[src/rtl/dlrp_pkg.sv]
// Shared types, constants and the generator step function for the random pool.
`timescale 1ns / 1ps

package dlrp_pkg;

    localparam int GEN_W          = 32;
    localparam int LAT_W          = 15;
    localparam int RING_W         = 7;
    localparam int OFF_W          = 7;
    localparam int POOL_DEPTH_DEF = 128;

    localparam logic [GEN_W-1:0] RESET_GEN_A = 32'h5465_7687;
    localparam logic [GEN_W-1:0] RESET_GEN_B = 32'h7264_1663;

    typedef enum logic [1:0] {
        REQ_ADVANCE     = 2'd0,
        REQ_LOAD_SEEDS  = 2'd1,
        REQ_READ_POOL   = 2'd2,
        REQ_RESET_INDEX = 2'd3
    } req_type_t;

    // 31 right shifts with feedback bit0 ^ bit4 into bit 30, in closed form.
    // On the first shift the old bit 31 lands on bit 30 and is ORed with the
    // feedback, so the first feedback bit also sees bit 31. Bits below 27 see
    // only original taps; the top four also see feedback from the first four
    // shifts. Bit 31 always ends up clear.
    function automatic logic [GEN_W-1:0] lfsr_step31(input logic [GEN_W-1:0] v);
        logic [GEN_W-1:0] r;
        logic             fb0;
        r   = '0;
        fb0 = v[31] | (v[0] ^ v[4]);
        for (int i = 0; i < 27; i++) begin
            r[i] = v[i] ^ v[i+4];
        end
        for (int i = 27; i < 31; i++) begin
            r[i] = v[i] ^ v[i-27] ^ v[i-23];
        end
        r[0]  = fb0;
        r[27] = v[27] ^ fb0;
        return r;
    endfunction

endpackage

[src/rtl/dlrp_if.sv]
// Request and response channel interfaces for the random pool.
`timescale 1ns / 1ps

interface dlrp_req_if import dlrp_pkg::*; ();
    logic               valid;
    logic               ready;
    req_type_t          req_type;
    logic [GEN_W-1:0]   seed_a;
    logic [GEN_W-1:0]   seed_b;
    logic [OFF_W-1:0]   pool_offset;

    modport source (output valid, output req_type, output seed_a, output seed_b,
                    output pool_offset, input ready);
    modport sink   (input valid, input req_type, input seed_a, input seed_b,
                    input pool_offset, output ready);
endinterface

interface dlrp_rsp_if import dlrp_pkg::*; ();
    logic               valid;
    logic               ready;
    logic [LAT_W-1:0]   rand_a_low15;
    logic [LAT_W-1:0]   rand_b_low15;
    logic [RING_W-1:0]  pool_value;

    modport source (output valid, output rand_a_low15, output rand_b_low15,
                    output pool_value, input ready);
    modport sink   (input valid, input rand_a_low15, input rand_b_low15,
                    input pool_value, output ready);
endinterface

[src/rtl/dual_lfsr_random_pool.sv]
// Two 31-bit shift-register generators with a ring of recent 7-bit values.
//
// Every request word on req gives exactly one response word on rsp, in order.
// Throughput is one word per clock when rsp is not stalled; a request that is
// taken passes through the middle stage and then the response register before
// its response is valid on rsp. The rate is set by the ring memory, which
// serves one write (advance) or one read (read pool) per cycle, with
// registered read data. The 31 generator shifts are flattened into one level
// of tap logic, so both generators step as an advance is taken. The ring has
// no clearing pass: writes always start at index zero and walk upward, so the
// entries ever written form a prefix, and a fill count marks it; entries past
// it read as zero. A response register and one middle stage let a new request
// in while an earlier response still waits on rsp.
`timescale 1ns / 1ps

module dual_lfsr_random_pool import dlrp_pkg::*; #(
    parameter int POOL_DEPTH = POOL_DEPTH_DEF
) (
    input  logic        clk,
    input  logic        rst_n,
    dlrp_req_if.sink    req,
    dlrp_rsp_if.source  rsp
);

    localparam int IDX_W = (POOL_DEPTH > 1) ? $clog2(POOL_DEPTH) : 1;
    localparam int CNT_W = $clog2(POOL_DEPTH + 1);
    localparam int OFF_N = 2 ** OFF_W;

    localparam logic [IDX_W:0]   DEPTH_X  = (IDX_W + 1)'(POOL_DEPTH);
    localparam logic [IDX_W-1:0] LAST_IDX = IDX_W'(POOL_DEPTH - 1);

    // generator and latch state
    logic [GEN_W-1:0]  gen_a_reg, gen_a_next;
    logic [GEN_W-1:0]  gen_b_reg, gen_b_next;
    logic [LAT_W-1:0]  lat_a_reg, lat_a_next;
    logic [LAT_W-1:0]  lat_b_reg, lat_b_next;
    logic [IDX_W-1:0]  wr_idx_reg, wr_idx_next;
    logic [CNT_W-1:0]  fill_reg, fill_next;

    // ring memory
    logic [RING_W-1:0] ring_reg [POOL_DEPTH];
    logic [RING_W-1:0] rd_data_reg;

    // middle stage: latched values and whether the word carries ring data
    logic              s1_valid_reg, s1_valid_next;
    logic [LAT_W-1:0]  s1_a_reg;
    logic [LAT_W-1:0]  s1_b_reg;
    logic              s1_hit_reg;

    // response register
    logic              out_valid_reg, out_valid_next;
    logic [LAT_W-1:0]  out_a_reg;
    logic [LAT_W-1:0]  out_b_reg;
    logic [RING_W-1:0] out_pool_reg;

    logic              accept;
    logic              out_free;
    logic              s1_move;
    logic              wr_en;
    logic              rd_en;
    logic [IDX_W-1:0]  off_tbl [OFF_N];
    logic [IDX_W-1:0]  off_mod;
    logic [IDX_W:0]    addr_sum;
    logic [IDX_W-1:0]  rd_addr;
    logic              rd_hit;
    logic [GEN_W-1:0]  step_a;
    logic [GEN_W-1:0]  step_b;

    // handshake and flow
    assign out_free  = !out_valid_reg || rsp.ready;
    assign s1_move   = s1_valid_reg && out_free;
    assign req.ready = !s1_valid_reg || out_free;
    assign accept    = req.valid && req.ready;

    assign wr_en = accept && (req.req_type == REQ_ADVANCE);
    assign rd_en = accept && (req.req_type == REQ_READ_POOL);

    // offset modulo depth: constant table over all 7-bit offsets
    for (genvar g = 0; g < OFF_N; g++) begin : g_off_tbl
        assign off_tbl[g] = IDX_W'(g % POOL_DEPTH);
    end

    assign off_mod  = off_tbl[req.pool_offset];
    assign addr_sum = {1'b0, wr_idx_reg} + {1'b0, off_mod};

    always_comb
    begin
        if (addr_sum >= DEPTH_X)
        begin
            rd_addr = IDX_W'(addr_sum - DEPTH_X);
        end
        else
        begin
            rd_addr = addr_sum[IDX_W-1:0];
        end
    end

    // entries at or above the fill count were never written since reset
    assign rd_hit = CNT_W'(rd_addr) < fill_reg;

    assign step_a = lfsr_step31(gen_a_reg);
    assign step_b = lfsr_step31(gen_b_reg);

    always_comb
    begin
        gen_a_next  = gen_a_reg;
        gen_b_next  = gen_b_reg;
        lat_a_next  = lat_a_reg;
        lat_b_next  = lat_b_reg;
        wr_idx_next = wr_idx_reg;
        fill_next   = fill_reg;
        if (accept)
        begin
            unique case (req.req_type)
                REQ_ADVANCE:
                begin
                    gen_a_next  = step_a;
                    gen_b_next  = step_b;
                    lat_a_next  = step_a[LAT_W-1:0];
                    lat_b_next  = step_b[LAT_W-1:0];
                    wr_idx_next = (wr_idx_reg == LAST_IDX) ? '0 : wr_idx_reg + 1'b1;
                    // first write past the written prefix grows it
                    if (CNT_W'(wr_idx_reg) == fill_reg)
                    begin
                        fill_next = fill_reg + 1'b1;
                    end
                end
                REQ_LOAD_SEEDS:
                begin
                    gen_a_next = req.seed_a;
                    gen_b_next = req.seed_b;
                    lat_a_next = req.seed_a[LAT_W-1:0];
                    lat_b_next = req.seed_b[LAT_W-1:0];
                end
                REQ_READ_POOL:
                begin
                end
                REQ_RESET_INDEX:
                begin
                    wr_idx_next = '0;
                end
                default:
                begin
                end
            endcase
        end
    end

    assign s1_valid_next  = accept ? 1'b1 : (s1_move ? 1'b0 : s1_valid_reg);
    assign out_valid_next = s1_move ? 1'b1 : (rsp.ready ? 1'b0 : out_valid_reg);

    always_ff @(posedge clk or negedge rst_n)
    begin
        if (!rst_n)
        begin
            gen_a_reg     <= RESET_GEN_A;
            gen_b_reg     <= RESET_GEN_B;
            lat_a_reg     <= '0;
            lat_b_reg     <= '0;
            wr_idx_reg    <= '0;
            fill_reg      <= '0;
            s1_valid_reg  <= 1'b0;
            out_valid_reg <= 1'b0;
        end
        else
        begin
            gen_a_reg     <= gen_a_next;
            gen_b_reg     <= gen_b_next;
            lat_a_reg     <= lat_a_next;
            lat_b_reg     <= lat_b_next;
            wr_idx_reg    <= wr_idx_next;
            fill_reg      <= fill_next;
            s1_valid_reg  <= s1_valid_next;
            out_valid_reg <= out_valid_next;
        end
    end

    // ring: advance stores the previous latched A value, read pool fetches
    always_ff @(posedge clk)
    begin
        if (wr_en)
        begin
            ring_reg[wr_idx_reg] <= lat_a_reg[RING_W-1:0];
        end
        if (rd_en)
        begin
            rd_data_reg <= ring_reg[rd_addr];
        end
    end

    // payload pipeline, no reset
    always_ff @(posedge clk)
    begin
        if (accept)
        begin
            s1_a_reg   <= lat_a_next;
            s1_b_reg   <= lat_b_next;
            s1_hit_reg <= rd_en && rd_hit;
        end
        if (s1_move)
        begin
            out_a_reg    <= s1_a_reg;
            out_b_reg    <= s1_b_reg;
            out_pool_reg <= s1_hit_reg ? rd_data_reg : '0;
        end
    end

    assign rsp.valid        = out_valid_reg;
    assign rsp.rand_a_low15 = out_a_reg;
    assign rsp.rand_b_low15 = out_b_reg;
    assign rsp.pool_value   = out_pool_reg;

endmodule

[src/flat_wrapper.sv]
// flat-port wrapper written by rule: the top's interface ports become plain ports
module dual_lfsr_random_pool_flat import dlrp_pkg::*;
#(
    parameter int POOL_DEPTH = POOL_DEPTH_DEF
)
  (clk, rst_n, req_valid, req_req_type, req_seed_a, req_seed_b, req_pool_offset, req_ready, rsp_valid, rsp_rand_a_low15, rsp_rand_b_low15, rsp_pool_value, rsp_ready);
  dlrp_req_if req_i ();
  dlrp_rsp_if rsp_i ();
  input  logic clk;
  input  logic rst_n;
  input wire logic [$bits(req_i.valid)-1:0] req_valid;
  input wire logic [$bits(req_i.req_type)-1:0] req_req_type;
  input wire logic [$bits(req_i.seed_a)-1:0] req_seed_a;
  input wire logic [$bits(req_i.seed_b)-1:0] req_seed_b;
  input wire logic [$bits(req_i.pool_offset)-1:0] req_pool_offset;
  output wire logic [$bits(req_i.ready)-1:0] req_ready;
  output wire logic [$bits(rsp_i.valid)-1:0] rsp_valid;
  output wire logic [$bits(rsp_i.rand_a_low15)-1:0] rsp_rand_a_low15;
  output wire logic [$bits(rsp_i.rand_b_low15)-1:0] rsp_rand_b_low15;
  output wire logic [$bits(rsp_i.pool_value)-1:0] rsp_pool_value;
  input wire logic [$bits(rsp_i.ready)-1:0] rsp_ready;
  assign req_i.valid = req_valid;
  assign req_i.req_type = req_req_type;
  assign req_i.seed_a = req_seed_a;
  assign req_i.seed_b = req_seed_b;
  assign req_i.pool_offset = req_pool_offset;
  assign req_ready = req_i.ready;
  assign rsp_valid = rsp_i.valid;
  assign rsp_rand_a_low15 = rsp_i.rand_a_low15;
  assign rsp_rand_b_low15 = rsp_i.rand_b_low15;
  assign rsp_pool_value = rsp_i.pool_value;
  assign rsp_i.ready = rsp_ready;
  dual_lfsr_random_pool #(.POOL_DEPTH(POOL_DEPTH)) u_core (.clk(clk), .rst_n(rst_n), .req(req_i), .rsp(rsp_i));
endmodule
[config.mk]
export PLATFORM = sky130hd
export DESIGN_NAME = dual_lfsr_random_pool_flat
export DESIGN_NICKNAME = d
export VERILOG_FILES = /design/src/rtl/dlrp_pkg.sv /design/src/rtl/dlrp_if.sv /design/src/rtl/dual_lfsr_random_pool.sv /design/src/flat_wrapper.sv
export SDC_FILE = /design/constraint.sdc
export NUM_CORES = 1
export LEC_CHECK = 0
export ABC_CLOCK_PERIOD_IN_PS = 8050
export CAP_MARGIN = 20
export CORE_AREA = 2 2 299 301
export DETAILED_ROUTE_END_ITERATION = 10
export DIE_AREA = 0 0 301 303
export DONT_BUFFER_PORTS = 1
export PLACE_DENSITY = 0.62
export SYNTH_ARGS = -nofsm -noshare
export SYNTH_HDL_FRONTEND = slang
export SYNTH_SLANG_ARGS = --single-unit
[constraint.sdc]
create_clock -name clk -period 8.05 [get_ports clk]
set_clock_uncertainty 0.1 [all_clocks]
set_input_delay 0.805 -clock clk [delete_from_list [all_inputs] [get_ports clk]]
set_output_delay 0.805 -clock clk [all_outputs]
set_load 0.01 [all_outputs]
After elaboration in Yosys (flattened, before gate mapping). Memories as Yosys holds them, arrays and structs flattened. A register that Yosys moved wholly into a read port is not among the register bits. Cells that the tools add are included.

Add/subtract/negate cells: 4. Magnitude comparators: 3. Eq/ne operators: 5. Mux-type cells: 17. Bitwise operators: 71. Reduce and logical (&&, ||, !) cells: 17.

Operator list (number): one-hot mux 32 bit (2 select lines) (2); bitwise XOR 1 bit (68); one-hot mux 15 bit (2 select lines) (2); two-way mux 15 bit (2); two-way mux 7 bit (4); greater-or-equal comparator 8 bit (second input constant) (2); one-hot mux 7 bit (2 select lines) (1); adder 7 x 7 -> 8 bit (1); adder 8 x 1 -> 8 bit (second input constant) (1); == test 7 x 8 -> 1 bit (1); < comparator 7 x 8 -> 1 bit (1); NOT 7 -> 8 bit (1); nonzero test 2 bit (4); adder 7 x 1 -> 7 bit (second input constant) (1); == test 7 bit (second input constant) (1); subtractor 7 x 1 -> 7 bit (second input constant) (1); two-way mux 1 bit (6); logical AND 1 bit (5); == test 2 bit (second input constant) (2); AND reduction 2 bit (2); AND reduction 3 bit (1); == test 2 x 1 -> 1 bit (second input constant) (1); logical NOT 1 bit (2); logical NOT 2 bit (1); 2 further kinds (4).

Flip-flop bits (word level): 179. Bits in writable memories: 896. Bits in read-only memories: 896. Memories kept: 2.

Memories: (name not given) (depth 128, width 7, read ports 1, clocked after memory_dff 0, wr ports 0, RTL line dual_lfsr_random_pool.sv:83) `assign off_mod = off_tbl[req.pool_offset];`; u_core.ring_reg (depth 128, width 7, read ports 1, clocked after memory_dff 1, wr ports 1, RTL line dual_lfsr_random_pool.sv:41) `logic [RING_W-1:0] ring_reg [POOL_DEPTH];`.

Longest topological paths before layout.
Word-level depth: 9. Depth in mapped cells: 14.

Least setup slack after synthesis. Ideal clock, no wire load.

Kind: in2reg. Start point: input port req_pool_offset[0]. End point: register u_core.rd_data_reg[0] (read register of u_core.ring_reg) (data pin). Data arrival time: 3.402 ns. Setup slack: 4.276 ns. Stages: 11. Path buffers: 3. Cells stage by stage: ha_1 -> inv_1 -> fa_1 -> buf_2 -> clkbuf_1 -> clkbuf_1 -> mux4_2 -> mux2i_1 -> mux2_2 -> o22ai_1 -> or4_1.

Word-level cells in the longest chain between the ends: 7. Elaborated cells between the ends (all ways): 8. Classes of those cells: 2 x add/sub; 1 x order compare; 3 x mux; 1 x bitwise; 1 x memory.

RTL lines: from (decl) (RTL line flat_wrapper.sv:15) `input wire logic [$bits(req_i.pool_offset)-1:0] req_pool_offset;`; NOT 7 -> 8 bit (not written as such) * (RTL line dual_lfsr_random_pool.sv:83); memory read (128 x 7 bit) *; two-way mux 7 bit (not written as such) * (2 in series) (RTL line dual_lfsr_random_pool.sv:83); adder 7 x 7 -> 8 bit * (RTL line dual_lfsr_random_pool.sv:84) `assign addr_sum = {1'b0, wr_idx_reg} + {1'b0, off_mod};`; subtractor 7 x 1 -> 7 bit / greater-or-equal comparator 8 bit (equally long branches) (RTL line dual_lfsr_random_pool.sv:90, dual_lfsr_random_pool.sv:88); two-way mux 7 bit * (RTL line dual_lfsr_random_pool.sv:88) `if (addr_sum >= DEPTH_X)`; to (decl) (RTL line dual_lfsr_random_pool.sv:42) `logic [RING_W-1:0] rd_data_reg;`.

Every way passes the cells marked *; elsewhere a longest branch is shown, timed or not. The select of a mux whose other input is x is not followed. A chain may end at the register's enable or synchronous reset.

Worst setup path in the final report.
Start point: register u_core.wr_idx_reg[0]. End point: register u_core.rd_data_reg[0] (read register of u_core.ring_reg) (data pin).

Word-level cells in the longest chain between the ends: 3. Elaborated cells between the ends (all ways): 4. Classes of those cells: 2 x add/sub; 1 x order compare; 1 x mux.

RTL lines: from (decl) (RTL line dual_lfsr_random_pool.sv:37) `logic [IDX_W-1:0] wr_idx_reg, wr_idx_next;`; from (signal assigned) (RTL line dual_lfsr_random_pool.sv:171) `wr_idx_reg <= wr_idx_next;`; adder 7 x 7 -> 8 bit * (RTL line dual_lfsr_random_pool.sv:84); subtractor 7 x 1 -> 7 bit / greater-or-equal comparator 8 bit (equally long branches) (RTL line dual_lfsr_random_pool.sv:90, dual_lfsr_random_pool.sv:88); two-way mux 7 bit * (RTL line dual_lfsr_random_pool.sv:88).

Every way passes the cells marked *; elsewhere a longest branch is shown, timed or not.

==> summary.txt <==
Largest net degree at the start of global routing: 112
Share of layout cells above drive strength 1: 0.214
Met3 WL: 6380 um
Leak Pwr: 15.8 nW
CP top delay family: adder cells
Status: finished clean
Root Buffer Master: clkbuf_16
Final period utilization: 0.632
Post-synth ARST share: 0.103
Met2 wire length: 46700 um
Mean area per synthesized cell: 18.6 um2
VDD IR max: 0.283 mV
Register area: 32000 um2
Drt first pass iters: 7
Initial antenna violation count: 7
Crit path max-delay cell type: fa_4
Final-layout fill cell count: 6658
DR vias/cell: 6.13
GRT overflow: 0
MaxCap Viol Count: 0
Fmax: 196 MHz
Mapped Nets: 2447
Worst Path Arrival: 5.40 ns
WL final: 99300 um
Crit path time final: 5.09 ns
Post-synth top flop: edfxtp_1
Crit-path max FO: 62
Yosys synthesis warning count: 0
Setup tns final: 0 ns
Pwr dens: 340 nW/um2
CP cell instances: ha_4 -> inv_1 -> fa_4 -> buf_4 -> mux4_2 -> mux2i_1 -> mux2_2 -> o22ai_1 -> or4_1
Yosys reg bits: 1082
Die area: 91200 um2
Worst path buffer plus inverter count: 2
Antenna Violating Nets Remaining: 0
First-pass GRT wire length: 148000 um
Post-synthesis cell type count: 56
I/O Pins: 116
Vias in the first global route: 22259
Drt wl/cell: 27.5 um
CP Launch Type: flip-flop
CTS tree: done
Final setup fails: 0
Slew at the pin with the worst max-slew slack: 1.10 ns
Synth-to-layout area growth: 11.3%
Power after layout: 16.5 mW
PostCTS Resize Cnt: 0
Die X: 301 um
DP HPWL: 60900 um
Total Routing Usage GR: 0.220
Number of flip-flops in the largest register: 896
Row cnt: 109
Final Hold Fails: 0
Vias: 22106
Wire length on met1: 43000 um
Final #Nets: 2439
Core area: 88000 um2
Die height: 303 um
RSZ-0062 raised after global routing: false
H-tree depth: 3
Clk sinks: 1082
Mapped Cells: 2351
Clock transition at the registers of the reported paths: 0.06 ns
Port Buffer Count: 0
GP Congestion: 0.907
Crit Path Class: flip-flop to flip-flop
Worst EP required: 8.36 ns
Highest metal used: met5
CTS Buffer Depth: 3
Mapped Area: 43700 um2
Crit path largest cell delay: 1.45 ns
Register area share after synthesis: 0.732
Slew margin rel.: 0.269
DRT iter0 DRCs: 2208
Skew-Pair Late Insertion Delay: 0.70 ns
Multi-input logic area: 11100 um2
Type of the most critical hold path: primary input to flip-flop
Final Max Slew Viols: 0
Initial core utilization: 0.497
Post-synth EDFFs: 971
CP endpoint kind: flip-flop
Post-CTS setup buffer count: 0
CTS buffer count: 110
Drt drc: 0
## cell usage in the layout (no fill, tap or decap), types with 45 or more instances in the layout
cell type	synthesis	routed
a21oi_1	66	66
a22oi_1	45	45
clkbuf_16	0	110
dfrtp_1	81	74
edfxtp_1	971	971
mux2_2	53	53
mux2i_1	114	114
mux4_2	224	224
nand2_1	82	81
nor2_1	163	162
o21ai_0	59	59
## report_power, final
group | internal (mW) | leakage, nW | total, mW | switching [mW]
Clock | 3.10 | 1.83 | 5.26 | 2.16
Sequential | 6.83 | 10.1 | 7.25 | 0.425
Combinational | 1.75 | 3.84 | 4.02 | 2.28
Total | 11.7 | 15.8 | 16.5 | 4.86
## cell type report
class,count,area share
Tap cell,1165,0.0300
Clock inverter,68,0.0181
Timing Repair Buffer,26,0.00551
Inverter,18,0.00139
Sequential cell,1082,0.658
Antenna cell,5,0.000257
Multi-Input combinational cell,1105,0.228
Clock buffer,140,0.0593
## Yosys cell counts, types with 4 or more instances
master / count / area [um2]
a21oi_1: 66 / 330
clkbuf_1: 96 / 360
and3_1: 5 / 31.3
dfrtp_1: 81 / 2030
a22oi_1: 45 / 338
nor2b_1: 6 / 37.5
o22ai_1: 28 / 175
or4_1: 8 / 60.1
nor2_1: 163 / 612
xor2_1: 12 / 105
nand3_1: 14 / 70.1
dfstp_2: 30 / 788
mux2_2: 53 / 597
a311oi_1: 19 / 166
nand2b_1: 10 / 62.6
mux2i_1: 114 / 1140
a21o_1: 4 / 30.0
nor3_1: 42 / 210
nand4_1: 9 / 56.3
xnor2_1: 35 / 307
and2_1: 9 / 56.3
edfxtp_1: 971 / 29200
buf_2: 22 / 110
mux4_2: 224 / 5040
inv_1: 17 / 63.8
a221o_1: 42 / 420
buf_1: 10 / 37.5
buf_4: 16 / 120
nand2_1: 82 / 308
ha_1: 18 / 225
o21ai_0: 59 / 295
## kinds of logic after synthesis
logic type / synth area share
buf+inv: 0.0164
compound gates: 0.0437
mux: 0.156
simple gates: 0.0370
fa+ha+maj: 0.00561
flops: 0.732
xor+xnor: 0.00942
## stage by stage
stage	util	instances	worst slack [ns]	hold slack [ns]	instance area (um2)
6_report	0.553	3609	2.96	0.134	48600
5_1_grt	0.553	3608	2.76	0.112	48600
4_1_cts	0.553	3604	2.95	0.0901	48600
3_5_place_dp	0.510	3394	2.88	0.307	44800
3_3_place_gp	0.509	3393	2.85	0.302	44800
2_1_floorplan	-	2351	4.28	0.300	43700
## final timing paths
kind	startpoint	end	slack [ns]	depth (start not counted)
worst max-delay path	u_core.wr_idx_reg[0]$_DFFE_PN0P_	u_core.rd_data_reg[0]$_DFFE_PP_	2.96	9
worst min-delay path	req_valid	u_core.s1_valid_reg$_DFFE_PN0P_	0.13	1
worst max register to register	u_core.wr_idx_reg[0]$_DFFE_PN0P_	u_core.rd_data_reg[0]$_DFFE_PP_	2.96	9
worst min register to register	u_core.s1_a_reg[0]$_DFFE_PP_	u_core.rsp.rand_a_low15[0]$_DFFE_PP_	0.32	0
max in group asynchronous	rst_n	u_core.lat_a_reg[1]$_DFF_PN0_	6.69	2
min in group asynchronous	rst_n	u_core.gen_b_reg[19]$_DFFE_PN0P_	0.62	2
## routing by layer
| metal | global-route usage | up-vias |
|---|---|---|
| met4 | 0.0789 | 6 |
| met1 | 0.317 | 11635 |
| met2 | 0.341 | 795 |
| met5 | 0 | - |
| met3 | 0.0406 | 173 |
| li1 | - | 9497 |
## timing repair
action | CTS | global route
hold buffers | 2 | 0
endpoints found under the hold margin | 111 | 0
setup endpoints to repair | 0 | 0
No activity file was read; power rests on OpenSTA's default activity.
